**src/hw/rtl/i2cm_seq_pkg.sv**
```systemverilog
// ----------------------------------------------------------------------------
// i2cm_seq_pkg
// shared types and constants of the i2c master transfer sequencer
// ----------------------------------------------------------------------------
package i2cm_seq_pkg;

   // request commands
   typedef enum logic [1:0] {
      CMD_LOAD   = 2'd0,
      CMD_WRITE  = 2'd1,
      CMD_READ   = 2'd2,
      CMD_STATUS = 2'd3
   } cmd_type;

   // bus actions handed back
   typedef enum logic [2:0] {
      ACT_NONE    = 3'd0,
      ACT_START   = 3'd1,
      ACT_STOP    = 3'd2,
      ACT_TX      = 3'd3,
      ACT_RX_ACK  = 3'd4,
      ACT_RX_NACK = 3'd5
   } act_type;

   // twi status codes, upper five bits only (low three bits are prescaler)
   localparam logic [4:0] ST_START        = 5'h01; // 0x08
   localparam logic [4:0] ST_REP_START    = 5'h02; // 0x10
   localparam logic [4:0] ST_MT_SLA_ACK   = 5'h03; // 0x18
   localparam logic [4:0] ST_MT_SLA_NACK  = 5'h04; // 0x20
   localparam logic [4:0] ST_MT_DATA_ACK  = 5'h05; // 0x28
   localparam logic [4:0] ST_MT_DATA_NACK = 5'h06; // 0x30
   localparam logic [4:0] ST_ARB_LOST     = 5'h07; // 0x38
   localparam logic [4:0] ST_MR_SLA_ACK   = 5'h08; // 0x40
   localparam logic [4:0] ST_MR_SLA_NACK  = 5'h09; // 0x48
   localparam logic [4:0] ST_MR_DATA_ACK  = 5'h0A; // 0x50
   localparam logic [4:0] ST_MR_DATA_NACK = 5'h0B; // 0x58

   localparam logic [3:0] RETRY_LIMIT_RESET = 4'd3;
   localparam logic [4:0] RETRIES_MAX       = 5'd31;

endpackage

```
**src/hw/rtl/i2cm_seq_ifs.sv**
```systemverilog
// ----------------------------------------------------------------------------
// i2cm_seq channel interfaces
// valid/ready channels for requests and responses
// ----------------------------------------------------------------------------
interface i2cm_seq_req_if;
   logic       valid;
   logic       ready;
   logic [1:0] cmd;
   logic [6:0] slave_address;
   logic [7:0] byte_count;
   logic [7:0] load_index;
   logic [7:0] load_byte;
   logic [7:0] status_code;
   logic [7:0] rx_byte;

   modport source (
      output valid, cmd, slave_address, byte_count, load_index, load_byte,
             status_code, rx_byte,
      input  ready
   );
   modport sink (
      input  valid, cmd, slave_address, byte_count, load_index, load_byte,
             status_code, rx_byte,
      output ready
   );
endinterface

interface i2cm_seq_rsp_if;
   logic       valid;
   logic       ready;
   logic [2:0] action;
   logic [7:0] tx_byte;
   logic       rx_valid;
   logic [7:0] rx_index;
   logic [7:0] rx_data;
   logic       busy_res;
   logic       error;
   logic       rejected;

   modport source (
      output valid, action, tx_byte, rx_valid, rx_index, rx_data, busy_res,
             error, rejected,
      input  ready
   );
   modport sink (
      input  valid, action, tx_byte, rx_valid, rx_index, rx_data, busy_res,
             error, rejected,
      output ready
   );
endinterface

```
**src/hw/rtl/i2cm_seq_ram.sv**
```systemverilog
// ----------------------------------------------------------------------------
// i2cm_seq_ram
// simple dual-port ram, one write and one registered read port
// ----------------------------------------------------------------------------
module i2cm_seq_ram #(
   parameter int WIDTH  = 8,
   parameter int DEPTH  = 256,
   parameter int ADDR_W = $clog2(DEPTH)
) (
   input  logic              clock,
   input  logic              wr_en,
   input  logic [ADDR_W-1:0] wr_addr,
   input  logic [WIDTH-1:0]  wr_data,
   input  logic              rd_en,
   input  logic [ADDR_W-1:0] rd_addr,
   output logic [WIDTH-1:0]  rd_data
);

   logic [WIDTH-1:0] mem_ff [DEPTH];
   logic [WIDTH-1:0] rd_data_ff;

   always_ff @(posedge clock) begin
      if (wr_en) begin
         mem_ff[wr_addr] <= wr_data;
      end
      if (rd_en) begin
         rd_data_ff <= mem_ff[rd_addr];
      end
   end

   assign rd_data = rd_data_ff;

endmodule

```
**src/hw/rtl/i2c_master_transfer_sequencer_top.sv**
```systemverilog
// ----------------------------------------------------------------------------
// i2c_master_transfer_sequencer_top
// master-side i2c transfer sequencer: at most one bus action per request beat
// ----------------------------------------------------------------------------
//
//  port       | dir | role
//  -----------+-----+------------------------------------------------------
//  req_chan   | in  | load byte / start write / start read / status event
//  rsp_chan   | out | bus action, tx byte, rx byte with index, flags
//  csr_wr_*   | in  | retry_limit write, 4 bits, reset value 3
//
//  one request beat per clock while req ready is high; its response beat is valid the next cycle
//  the write buffer ram has a registered read port, the pointer read is
//  issued with every accepted beat and the data meets the response stage
//  req ready = response stage empty or being taken, so the request side
//  is held only for the cycles in which a response beat waits
//  synchronous reset clears all control state; the buffer is not cleared
//
module i2c_master_transfer_sequencer_top #(
   parameter int BUF_DEPTH = 256
) (
   input  logic                 clock,
   input  logic                 reset,
   i2cm_seq_req_if.sink         req_chan,
   i2cm_seq_rsp_if.source       rsp_chan,
   input  logic                 csr_wr_en,
   input  logic [3:0]           csr_wr_data
);

   localparam int AW = (BUF_DEPTH > 1) ? $clog2(BUF_DEPTH) : 1;

   // transfer state
   logic [3:0]        retry_limit_ff;
   logic [7:0]        target_ff,  target_in;
   logic signed [8:0] left_ff,    left_in;
   logic [7:0]        pos_ff,     pos_in;
   logic [AW-1:0]     rd_ptr_ff,  rd_ptr_in;   // pos mod buffer depth
   logic [4:0]        retries_ff, retries_in;
   logic              busy_ff,    busy_in;
   logic              error_ff,   error_in;

   // response stage
   logic              rsp_valid_ff;
   i2cm_seq_pkg::act_type act_ff, act_in;
   logic [7:0]        tx_ff,      tx_in;
   logic              use_mem_ff, use_mem_in;  // tx byte comes from the buffer
   logic              rxv_ff,     rxv_in;
   logic [7:0]        rxi_ff,     rxi_in;
   logic [7:0]        rxd_ff,     rxd_in;
   logic              rej_ff,     rej_in;
   logic              busy_res_ff;
   logic              error_res_ff;

   logic              accept;
   logic              buf_wr_en;
   logic [7:0]        buf_rd_data;
   logic [4:0]        st_code;
   logic signed [8:0] left_dec;
   i2cm_seq_pkg::cmd_type cmd;

   assign cmd     = i2cm_seq_pkg::cmd_type'(req_chan.cmd);
   assign st_code = req_chan.status_code[7:3];

   // response stage empty or draining this cycle
   assign req_chan.ready = !rsp_valid_ff || rsp_chan.ready;
   assign accept         = req_chan.valid && req_chan.ready;

   // loads beyond the buffer are dropped
   assign buf_wr_en = accept && (cmd == i2cm_seq_pkg::CMD_LOAD) &&
                      ({1'b0, req_chan.load_index} < 9'(BUF_DEPTH));

   i2cm_seq_ram #(
      .WIDTH (8),
      .DEPTH (BUF_DEPTH),
      .ADDR_W(AW)
   ) u_wbuf (
      .clock  (clock),
      .wr_en  (buf_wr_en),
      .wr_addr(req_chan.load_index[AW-1:0]),
      .wr_data(req_chan.load_byte),
      .rd_en  (accept),
      .rd_addr(rd_ptr_ff),
      .rd_data(buf_rd_data)
   );

   // count decrement saturating at -1
   assign left_dec = (left_ff == -9'sd1) ? left_ff : left_ff - 9'sd1;

   always_comb begin
      target_in  = target_ff;
      left_in    = left_ff;
      pos_in     = pos_ff;
      rd_ptr_in  = rd_ptr_ff;
      retries_in = retries_ff;
      busy_in    = busy_ff;
      error_in   = error_ff;
      act_in     = i2cm_seq_pkg::ACT_NONE;
      tx_in      = 8'h00;
      use_mem_in = 1'b0;
      rxv_in     = 1'b0;
      rxi_in     = 8'h00;
      rxd_in     = 8'h00;
      rej_in     = 1'b0;

      case (cmd)
         i2cm_seq_pkg::CMD_LOAD: begin
            // buffer write happens in the ram
         end
         i2cm_seq_pkg::CMD_WRITE, i2cm_seq_pkg::CMD_READ: begin
            if (busy_ff) begin
               rej_in = 1'b1;
            end else begin
               target_in  = {req_chan.slave_address, cmd == i2cm_seq_pkg::CMD_READ};
               left_in    = {1'b0, req_chan.byte_count};
               pos_in     = 8'h00;
               rd_ptr_in  = '0;
               retries_in = 5'd0;
               busy_in    = 1'b1;
               act_in     = i2cm_seq_pkg::ACT_START;
            end
         end
         i2cm_seq_pkg::CMD_STATUS: begin
            if (busy_ff) begin
               case (st_code)
                  i2cm_seq_pkg::ST_START: begin
                     act_in = i2cm_seq_pkg::ACT_TX;
                     tx_in  = target_ff;
                  end
                  i2cm_seq_pkg::ST_REP_START: begin
                     if (retries_ff > {1'b0, retry_limit_ff}) begin
                        act_in  = i2cm_seq_pkg::ACT_STOP;
                        busy_in = 1'b0;
                     end else begin
                        act_in = i2cm_seq_pkg::ACT_TX;
                        tx_in  = target_ff;
                     end
                  end
                  i2cm_seq_pkg::ST_MT_SLA_ACK: begin
                     // count prefix byte
                     retries_in = 5'd0;
                     act_in     = i2cm_seq_pkg::ACT_TX;
                     tx_in      = left_ff[7:0];
                  end
                  i2cm_seq_pkg::ST_MT_SLA_NACK, i2cm_seq_pkg::ST_MR_SLA_NACK: begin
                     if (retries_ff != i2cm_seq_pkg::RETRIES_MAX) begin
                        retries_in = retries_ff + 5'd1;
                     end
                     act_in = i2cm_seq_pkg::ACT_START;
                  end
                  i2cm_seq_pkg::ST_MT_DATA_ACK: begin
                     if (left_ff >= 9'sd1) begin
                        left_in    = left_ff - 9'sd1;
                        act_in     = i2cm_seq_pkg::ACT_TX;
                        use_mem_in = 1'b1;
                        pos_in     = pos_ff + 8'd1;
                        // the 8-bit position wraps to entry zero as well
                        rd_ptr_in  = (pos_ff == 8'hFF ||
                                      rd_ptr_ff == AW'(BUF_DEPTH - 1)) ? '0
                                                                       : rd_ptr_ff + 1'b1;
                     end else begin
                        left_in = -9'sd1;
                        act_in  = i2cm_seq_pkg::ACT_STOP;
                        busy_in = 1'b0;
                     end
                  end
                  i2cm_seq_pkg::ST_MT_DATA_NACK, i2cm_seq_pkg::ST_ARB_LOST: begin
                     act_in   = i2cm_seq_pkg::ACT_STOP;
                     busy_in  = 1'b0;
                     error_in = 1'b1;
                  end
                  i2cm_seq_pkg::ST_MR_SLA_ACK: begin
                     left_in = left_dec;
                     act_in  = (left_dec > 9'sd0) ? i2cm_seq_pkg::ACT_RX_ACK
                                                  : i2cm_seq_pkg::ACT_RX_NACK;
                  end
                  i2cm_seq_pkg::ST_MR_DATA_ACK: begin
                     rxv_in    = 1'b1;
                     rxi_in    = pos_ff;
                     rxd_in    = req_chan.rx_byte;
                     pos_in    = pos_ff + 8'd1;
                     rd_ptr_in = (pos_ff == 8'hFF ||
                                  rd_ptr_ff == AW'(BUF_DEPTH - 1)) ? '0
                                                                   : rd_ptr_ff + 1'b1;
                     left_in   = left_dec;
                     act_in    = (left_dec > 9'sd0) ? i2cm_seq_pkg::ACT_RX_ACK
                                                    : i2cm_seq_pkg::ACT_RX_NACK;
                  end
                  i2cm_seq_pkg::ST_MR_DATA_NACK: begin
                     rxv_in  = 1'b1;
                     rxi_in  = pos_ff;
                     rxd_in  = req_chan.rx_byte;
                     act_in  = i2cm_seq_pkg::ACT_STOP;
                     busy_in = 1'b0;
                  end
                  default: begin
                     // unknown status code, nothing happens
                  end
               endcase
            end
         end
         default: begin
         end
      endcase
   end

   // control state
   always_ff @(posedge clock) begin
      if (reset) begin
         retry_limit_ff <= i2cm_seq_pkg::RETRY_LIMIT_RESET;
         target_ff      <= 8'h00;
         left_ff        <= 9'sd0;
         pos_ff         <= 8'h00;
         rd_ptr_ff      <= '0;
         retries_ff     <= 5'd0;
         busy_ff        <= 1'b0;
         error_ff       <= 1'b0;
         rsp_valid_ff   <= 1'b0;
      end else begin
         if (csr_wr_en) begin
            retry_limit_ff <= csr_wr_data;
         end
         if (accept) begin
            target_ff  <= target_in;
            left_ff    <= left_in;
            pos_ff     <= pos_in;
            rd_ptr_ff  <= rd_ptr_in;
            retries_ff <= retries_in;
            busy_ff    <= busy_in;
            error_ff   <= error_in;
         end
         if (accept) begin
            rsp_valid_ff <= 1'b1;
         end else if (rsp_chan.ready) begin
            rsp_valid_ff <= 1'b0;
         end
      end
   end

   // response payload, loaded with each accepted beat
   always_ff @(posedge clock) begin
      if (accept) begin
         act_ff       <= act_in;
         tx_ff        <= tx_in;
         use_mem_ff   <= use_mem_in;
         rxv_ff       <= rxv_in;
         rxi_ff       <= rxi_in;
         rxd_ff       <= rxd_in;
         rej_ff       <= rej_in;
         busy_res_ff  <= busy_in;
         error_res_ff <= error_in;
      end
   end

   // ram read data holds while no beat is accepted, so a stall keeps it
   assign rsp_chan.valid    = rsp_valid_ff;
   assign rsp_chan.action   = act_ff;
   assign rsp_chan.tx_byte  = use_mem_ff ? buf_rd_data : tx_ff;
   assign rsp_chan.rx_valid = rxv_ff;
   assign rsp_chan.rx_index = rxi_ff;
   assign rsp_chan.rx_data  = rxd_ff;
   assign rsp_chan.busy_res = busy_res_ff;
   assign rsp_chan.error    = error_res_ff;
   assign rsp_chan.rejected = rej_ff;

   // error flag is sticky until reset
   a_error_sticky : assert property (@(posedge clock) disable iff (reset)
      error_ff |=> error_ff)
      else $error("error flag dropped without reset");

   // a start while idle makes the block busy
   a_start_busy : assert property (@(posedge clock) disable iff (reset)
      (accept && !busy_ff && (cmd == i2cm_seq_pkg::CMD_WRITE ||
                              cmd == i2cm_seq_pkg::CMD_READ))
      |=> (busy_ff && rsp_chan.action == i2cm_seq_pkg::ACT_START))
      else $error("start beat did not open a transfer");

   // a start while busy comes back rejected with no action
   a_start_reject : assert property (@(posedge clock) disable iff (reset)
      (accept && busy_ff && (cmd == i2cm_seq_pkg::CMD_WRITE ||
                             cmd == i2cm_seq_pkg::CMD_READ))
      |=> (rsp_chan.valid && rsp_chan.rejected &&
           rsp_chan.action == i2cm_seq_pkg::ACT_NONE))
      else $error("start while busy not rejected");

   // read pointer stays inside the buffer
   a_ptr_range : assert property (@(posedge clock) disable iff (reset)
      {1'b0, rd_ptr_ff} < (AW + 1)'(BUF_DEPTH))
      else $error("buffer read pointer out of range");

   // busy reported with a response matches the live flag
   a_busy_match : assert property (@(posedge clock) disable iff (reset)
      accept |=> (rsp_chan.busy_res == busy_ff))
      else $error("response busy flag differs from state");

endmodule
```
**src/flat_wrapper.sv**
```systemverilog
// flat-port wrapper written by rule: the top's interface ports become plain ports
module i2c_master_transfer_sequencer_top_flat 
#(
   parameter int BUF_DEPTH = 256
)
  (clock, reset, csr_wr_en, csr_wr_data, req_chan_valid, req_chan_cmd, req_chan_slave_address, req_chan_byte_count, req_chan_load_index, req_chan_load_byte, req_chan_status_code, req_chan_rx_byte, req_chan_ready, rsp_chan_valid, rsp_chan_action, rsp_chan_tx_byte, rsp_chan_rx_valid, rsp_chan_rx_index, rsp_chan_rx_data, rsp_chan_busy_res, rsp_chan_error, rsp_chan_rejected, rsp_chan_ready);
  i2cm_seq_req_if req_chan_i ();
  i2cm_seq_rsp_if rsp_chan_i ();
  input  logic clock;
  input  logic reset;
  input  logic csr_wr_en;
  input  logic [3:0] csr_wr_data;
  input wire logic [$bits(req_chan_i.valid)-1:0] req_chan_valid;
  input wire logic [$bits(req_chan_i.cmd)-1:0] req_chan_cmd;
  input wire logic [$bits(req_chan_i.slave_address)-1:0] req_chan_slave_address;
  input wire logic [$bits(req_chan_i.byte_count)-1:0] req_chan_byte_count;
  input wire logic [$bits(req_chan_i.load_index)-1:0] req_chan_load_index;
  input wire logic [$bits(req_chan_i.load_byte)-1:0] req_chan_load_byte;
  input wire logic [$bits(req_chan_i.status_code)-1:0] req_chan_status_code;
  input wire logic [$bits(req_chan_i.rx_byte)-1:0] req_chan_rx_byte;
  output wire logic [$bits(req_chan_i.ready)-1:0] req_chan_ready;
  output wire logic [$bits(rsp_chan_i.valid)-1:0] rsp_chan_valid;
  output wire logic [$bits(rsp_chan_i.action)-1:0] rsp_chan_action;
  output wire logic [$bits(rsp_chan_i.tx_byte)-1:0] rsp_chan_tx_byte;
  output wire logic [$bits(rsp_chan_i.rx_valid)-1:0] rsp_chan_rx_valid;
  output wire logic [$bits(rsp_chan_i.rx_index)-1:0] rsp_chan_rx_index;
  output wire logic [$bits(rsp_chan_i.rx_data)-1:0] rsp_chan_rx_data;
  output wire logic [$bits(rsp_chan_i.busy_res)-1:0] rsp_chan_busy_res;
  output wire logic [$bits(rsp_chan_i.error)-1:0] rsp_chan_error;
  output wire logic [$bits(rsp_chan_i.rejected)-1:0] rsp_chan_rejected;
  input wire logic [$bits(rsp_chan_i.ready)-1:0] rsp_chan_ready;
  assign req_chan_i.valid = req_chan_valid;
  assign req_chan_i.cmd = req_chan_cmd;
  assign req_chan_i.slave_address = req_chan_slave_address;
  assign req_chan_i.byte_count = req_chan_byte_count;
  assign req_chan_i.load_index = req_chan_load_index;
  assign req_chan_i.load_byte = req_chan_load_byte;
  assign req_chan_i.status_code = req_chan_status_code;
  assign req_chan_i.rx_byte = req_chan_rx_byte;
  assign req_chan_ready = req_chan_i.ready;
  assign rsp_chan_valid = rsp_chan_i.valid;
  assign rsp_chan_action = rsp_chan_i.action;
  assign rsp_chan_tx_byte = rsp_chan_i.tx_byte;
  assign rsp_chan_rx_valid = rsp_chan_i.rx_valid;
  assign rsp_chan_rx_index = rsp_chan_i.rx_index;
  assign rsp_chan_rx_data = rsp_chan_i.rx_data;
  assign rsp_chan_busy_res = rsp_chan_i.busy_res;
  assign rsp_chan_error = rsp_chan_i.error;
  assign rsp_chan_rejected = rsp_chan_i.rejected;
  assign rsp_chan_i.ready = rsp_chan_ready;
  i2c_master_transfer_sequencer_top #(.BUF_DEPTH(BUF_DEPTH)) u_core (.clock(clock), .reset(reset), .req_chan(req_chan_i), .rsp_chan(rsp_chan_i), .csr_wr_en(csr_wr_en), .csr_wr_data(csr_wr_data));
endmodule
```
**config.mk**
```make
export PLATFORM = sky130hd
export DESIGN_NAME = i2c_master_transfer_sequencer_top_flat
export DESIGN_NICKNAME = d
export VERILOG_FILES = /design/src/hw/rtl/i2cm_seq_pkg.sv /design/src/hw/rtl/i2cm_seq_ifs.sv /design/src/hw/rtl/i2cm_seq_ram.sv /design/src/hw/rtl/i2c_master_transfer_sequencer_top.sv /design/src/flat_wrapper.sv
export SDC_FILE = /design/constraint.sdc
export NUM_CORES = 2
export LEC_CHECK = 0
export BUFFER_PORTS_ARGS = -buffer_cell sky130_fd_sc_hd__buf_2
export CAP_MARGIN = 20
export CORE_ASPECT_RATIO = 1.5
export CORE_MARGIN = 5
export CORE_UTILIZATION = 40
export CTS_BUF_LIST = sky130_fd_sc_hd__clkbuf_4 sky130_fd_sc_hd__clkbuf_8
export DETAILED_ROUTE_END_ITERATION = 10
export PLACE_DENSITY = 0.55
export SYNTH_ARGS = -nofsm -noshare
export SYNTH_HDL_FRONTEND = slang
export SYNTH_SLANG_ARGS = --single-unit
```
**constraint.sdc**
```tcl
create_clock -name clock -period 3.5 [get_ports clock]
set_input_delay 0.7 -clock clock [delete_from_list [all_inputs] [get_ports clock]]
set_output_delay 0.7 -clock clock [all_outputs]
set_load 0.03 [all_outputs]
```
==> metrics <==
result of the run finished, final reports clean; net switching power figure approximately 0.011 W; number of distinct library cell variants in the gate-level netlist after synthesis 79; Synth Area in XOR/XNOR less than 1%; kind of critical path flop to flop; post-synthesis area per instance 20.9 um2; multi-input combinational cell area 18,800 um2; largest family of logic cells by synthesized area multiplexers; Util after Layout a little under half; cells along the critical path buf_12 -> mux4_2 -> mux2i_1 -> nand2_1 -> a2111oi_1 -> buf_4 -> o21ai_0 -> and4b_1; worst path required time 4160 ps; Gate Count Post-Synth 4,006; startpoint class of the critical path flop; placed insts 7,201; Rows 205; minimum setup slack after placement -13.9 ps; leading post-synthesis cells by cell area sky130_fd_sc_hd__edfxtp_1 (75%), sky130_fd_sc_hd__mux4_2 (14%), sky130_fd_sc_hd__nor2_1 (1.5%), sky130_fd_sc_hd__mux2i_1 (1.5%), sky130_fd_sc_hd__dfxtp_1 (1.1%); setup-violating endpoint count in the final report 0; number of buffer and inverter instances along the worst setup path 2; later-pin clock latency in the skew report 920 ps; library cell occupying the most area in the post-synthesis netlist sky130_fd_sc_hd__edfxtp_1; average wire per standard cell 29.1 um; crit path max fanout 42; type of element capturing the critical path flop; post-synthesis share of cell area spent on and, or, nand and nor gates 3.34%; cell area power density approximately 510 nW/um2; Pre-antenna DRT Iters 7; initial detailed-routing violation count 3,603; async set or reset register ratio after synthesis 0%; count of fill cells added during filler insertion 17,600; count of endpoints failing hold in the final timing report 0; clock tree root buffer cell sky130_fd_sc_hd__clkbuf_8; max-cap viol count 0; post-route insts no fill 7,782; Power Internal 0.0391 W; wire length of the first global-routing pass ~330,000 um; part of the total power dissipated in sequential elements between 50% and 60%; Max Clock Freq 0.296 GHz; vertical extent of the die 570 um; # Post-CTS Setup Buffers 0; clock buffer count from CTS roughly 320; top cell family by delay on the critical path compound AO/OA/AOI/OAI gates; initial core utilization 40.2%; number of nets in the synthesized netlist 4,080; Area growth, synth to finish 16.5%; overflow left after global routing 0; switching part of the total power 21.9%; largest vdd supply drop 0.000260 V; slew at the pin with the worst max-slew slack 971 ps; number of nets with antenna violations after routing 0; average vias per placed instance 5.51; routability congestion estimate from global placement 0.869; share of the clock period used by the worst path after layout 96.4%; routed via count 42,900; Final Max Slew Viols 0; PnR worst setup slack 127 ps; I/O Buffers 87; register bit total from synthesis about 2,100; CTS Sinks 2,133; number of antenna violations at the first check in global routing 14; class of the most critical hold timing path input pin to flop; delay contributed by the slowest stage of the critical path 620 ps; Post-Route Skew around 65 ps; synthesized-area fraction occupied by adder cells 0.239%; routed wire length 227,000 um; RSZ-0062 raised after global routing no; width of the chip 384 um; worst relative slew slack 35.1%; number of buffers between clock root and the deepest sink 4; post-layout net count about 4,800; share of cells above drive strength 1 34.3%; die area 219,000 um2; part of the total power dissipated in the clock network 38.9%; global router's overall resource usage 20.6%; netlist area before placement 83,800 um2; DRC Markers 0; yosys synthesis warning count 0; WP data arrival between 4000 and 5000 ps; number of synthesized flops with an enable pin approximately 2,100; flip-flop cell with the highest count after synthesis sky130_fd_sc_hd__edfxtp_1; FF+latch area 63,600 um2; Clock transition at path regs 60 ps; critical path's slowest cell sky130_fd_sc_hd__dfxtp_4; most frequent cells after synthesis sky130_fd_sc_hd__edfxtp_1 (2,088), sky130_fd_sc_hd__mux4_2 (533), sky130_fd_sc_hd__nor2_1 (330), sky130_fd_sc_hd__mux2i_1 (123), sky130_fd_sc_hd__clkbuf_1 (90); top-area cell type share of the netlist area 74.9%; I/O pin cnt 91; post-layout minimum cycle time 3370 ps; HPWL Detailed roughly 150,000 um; largest net degree at the start of global routing between 90 and 100; compound-cell area share of the yosys netlist between 2 and 2.5%; H-Tree Level Count 5; share of synthesized area spent on multiplexers 16.2%; share of total power in combinational logic ~5.0%; CTS tree built; P_leak 30.4 nW; sequential share of the synthesized area about three quarters; area of the core roughly 210,000 um2; cell with the most instances after synthesis sky130_fd_sc_hd__edfxtp_1; vias in the first global route 44,800
==> cell usage in the layout, fill, tap and decap left out, types with 28 or more instances in the layout <==
cell type                  instances
sky130_fd_sc_hd__and2_1           29
sky130_fd_sc_hd__o211ai_1         28
sky130_fd_sc_hd__edfxtp_1       2088
sky130_fd_sc_hd__nand2_1          79
sky130_fd_sc_hd__o21ai_0          36
sky130_fd_sc_hd__buf_12           60
sky130_fd_sc_hd__clkbuf_4         97
sky130_fd_sc_hd__buf_2            79
sky130_fd_sc_hd__clkinv_1         79
sky130_fd_sc_hd__mux2i_1         123
sky130_fd_sc_hd__nand3_1          35
sky130_fd_sc_hd__a21oi_1          56
sky130_fd_sc_hd__clkbuf_8        333
sky130_fd_sc_hd__buf_4           490
sky130_fd_sc_hd__mux4_2          533
sky130_fd_sc_hd__nor2_1          330
sky130_fd_sc_hd__a22oi_1          44
sky130_fd_sc_hd__dfxtp_1          39
sky130_fd_sc_hd__clkinv_2         30
==> worst paths after layout <==
path | start | endpoint | slack [ps] | cells after the start
max | u_core.rd_ptr_ff[1] | u_core.u_wbuf.rd_data[1] | 130 | 8
min | req_chan_rx_byte[2] | u_core.rsp_chan.rx_data[2] | 100 | 2
max reg2reg | u_core.rd_ptr_ff[1] | u_core.u_wbuf.rd_data[1] | 130 | 8
min reg2reg | u_core.target_ff[0] | u_core.target_ff[0] | 470 | 2
==> cell type report <==
class | count | share of cell area [%]
Antenna cell | 10 | 0.0257
Timing Repair Buffer | 655 | 5.71
Tap cell | 2794 | 3.58
Clock inverter | 131 | 0.767
Clock buffer | 422 | 5.33
Inverter | 21 | 0.0808
Sequential cell | 2133 | 65.2
Multi-Input combinational cell | 1616 | 19.3
==> flip-flops by register name (all words and copies together), names as in the netlist, named ones only <==
register and flops:
u_core.retry_limit_ff 4, u_core.rsp_chan.rx_valid 1, u_core.rsp_chan.rx_index 8, u_core.left_ff 8
u_core.pos_ff 8, u_core.rsp_chan.valid 1, u_core.rsp_chan.action 3, u_core.retries_ff 5
u_core.u_wbuf.rd_data 8, u_core.rd_ptr_ff 8, u_core.tx_ff 8, u_core.rsp_chan.error 1
u_core.u_wbuf.mem_ff 2048, u_core.rsp_chan.busy_res 1, u_core.target_ff 8, u_core.error_ff 1
u_core.busy_ff 1, u_core.rsp_chan.rejected 1, u_core.use_mem_ff 1, u_core.rsp_chan.rx_data 8
==> metrics by stage <==
stage	hold slack, ps	instance area [um2]	total power [W]	TNS (ps)
floorplan	437	83800	0.0300	0
global placement	452	91400	0.0312	-24.6
detailed placement	453	91400	0.0312	-13.9
CTS	11.8	97500	0.0508	0
global route	34.4	97500	0.0520	0
finish	99.8	97600	0.0502	0
==> routing by layer <==
layer / share of wire [%] / vias up / GRT usage, %
met3: 5.3 / 430 / 3.20
li1: - / 18100 / -
met4: 4.7 / 2 / 8.72
met1: 37 / 22800 / 24.4
met2: 53 / 1447 / 37.3
met5: 0.0057 / - / 0
==> power by group through the flow <==
stage	logic, W	registers [W]	clock network, W
2_1_floorplan	0.00136	0.0287	0
3_3_place_gp	0.00253	0.0287	0
3_5_place_dp	0.00257	0.0287	0
4_1_cts	0.00259	0.0281	0.0201
5_1_grt	0.00269	0.0281	0.0212
6_report	0.00252	0.0281	0.0195
==> cell families (layout without fill, tap and decap cells) <==
logic type	Yosys count	after routing
AOI/OAI and AO/OA	288	288
adders and majority gates	16	16
and+or+nand+nor	608	608
buffers and inverters	257	1229
DFF	2133	2133
muxes	682	682
xor gates and xnor gates	22	22
other	0	10
==> what timing repair did <==
item,4_1_cts,5_1_grt
hold endpoints to repair,18,0
setup endpoints to repair,1,1
gates resized for setup,1,1
hold buffers,18,0
cloned,0,0
pin swaps,0,0
No activity file was read; power rests on OpenSTA's default activity.
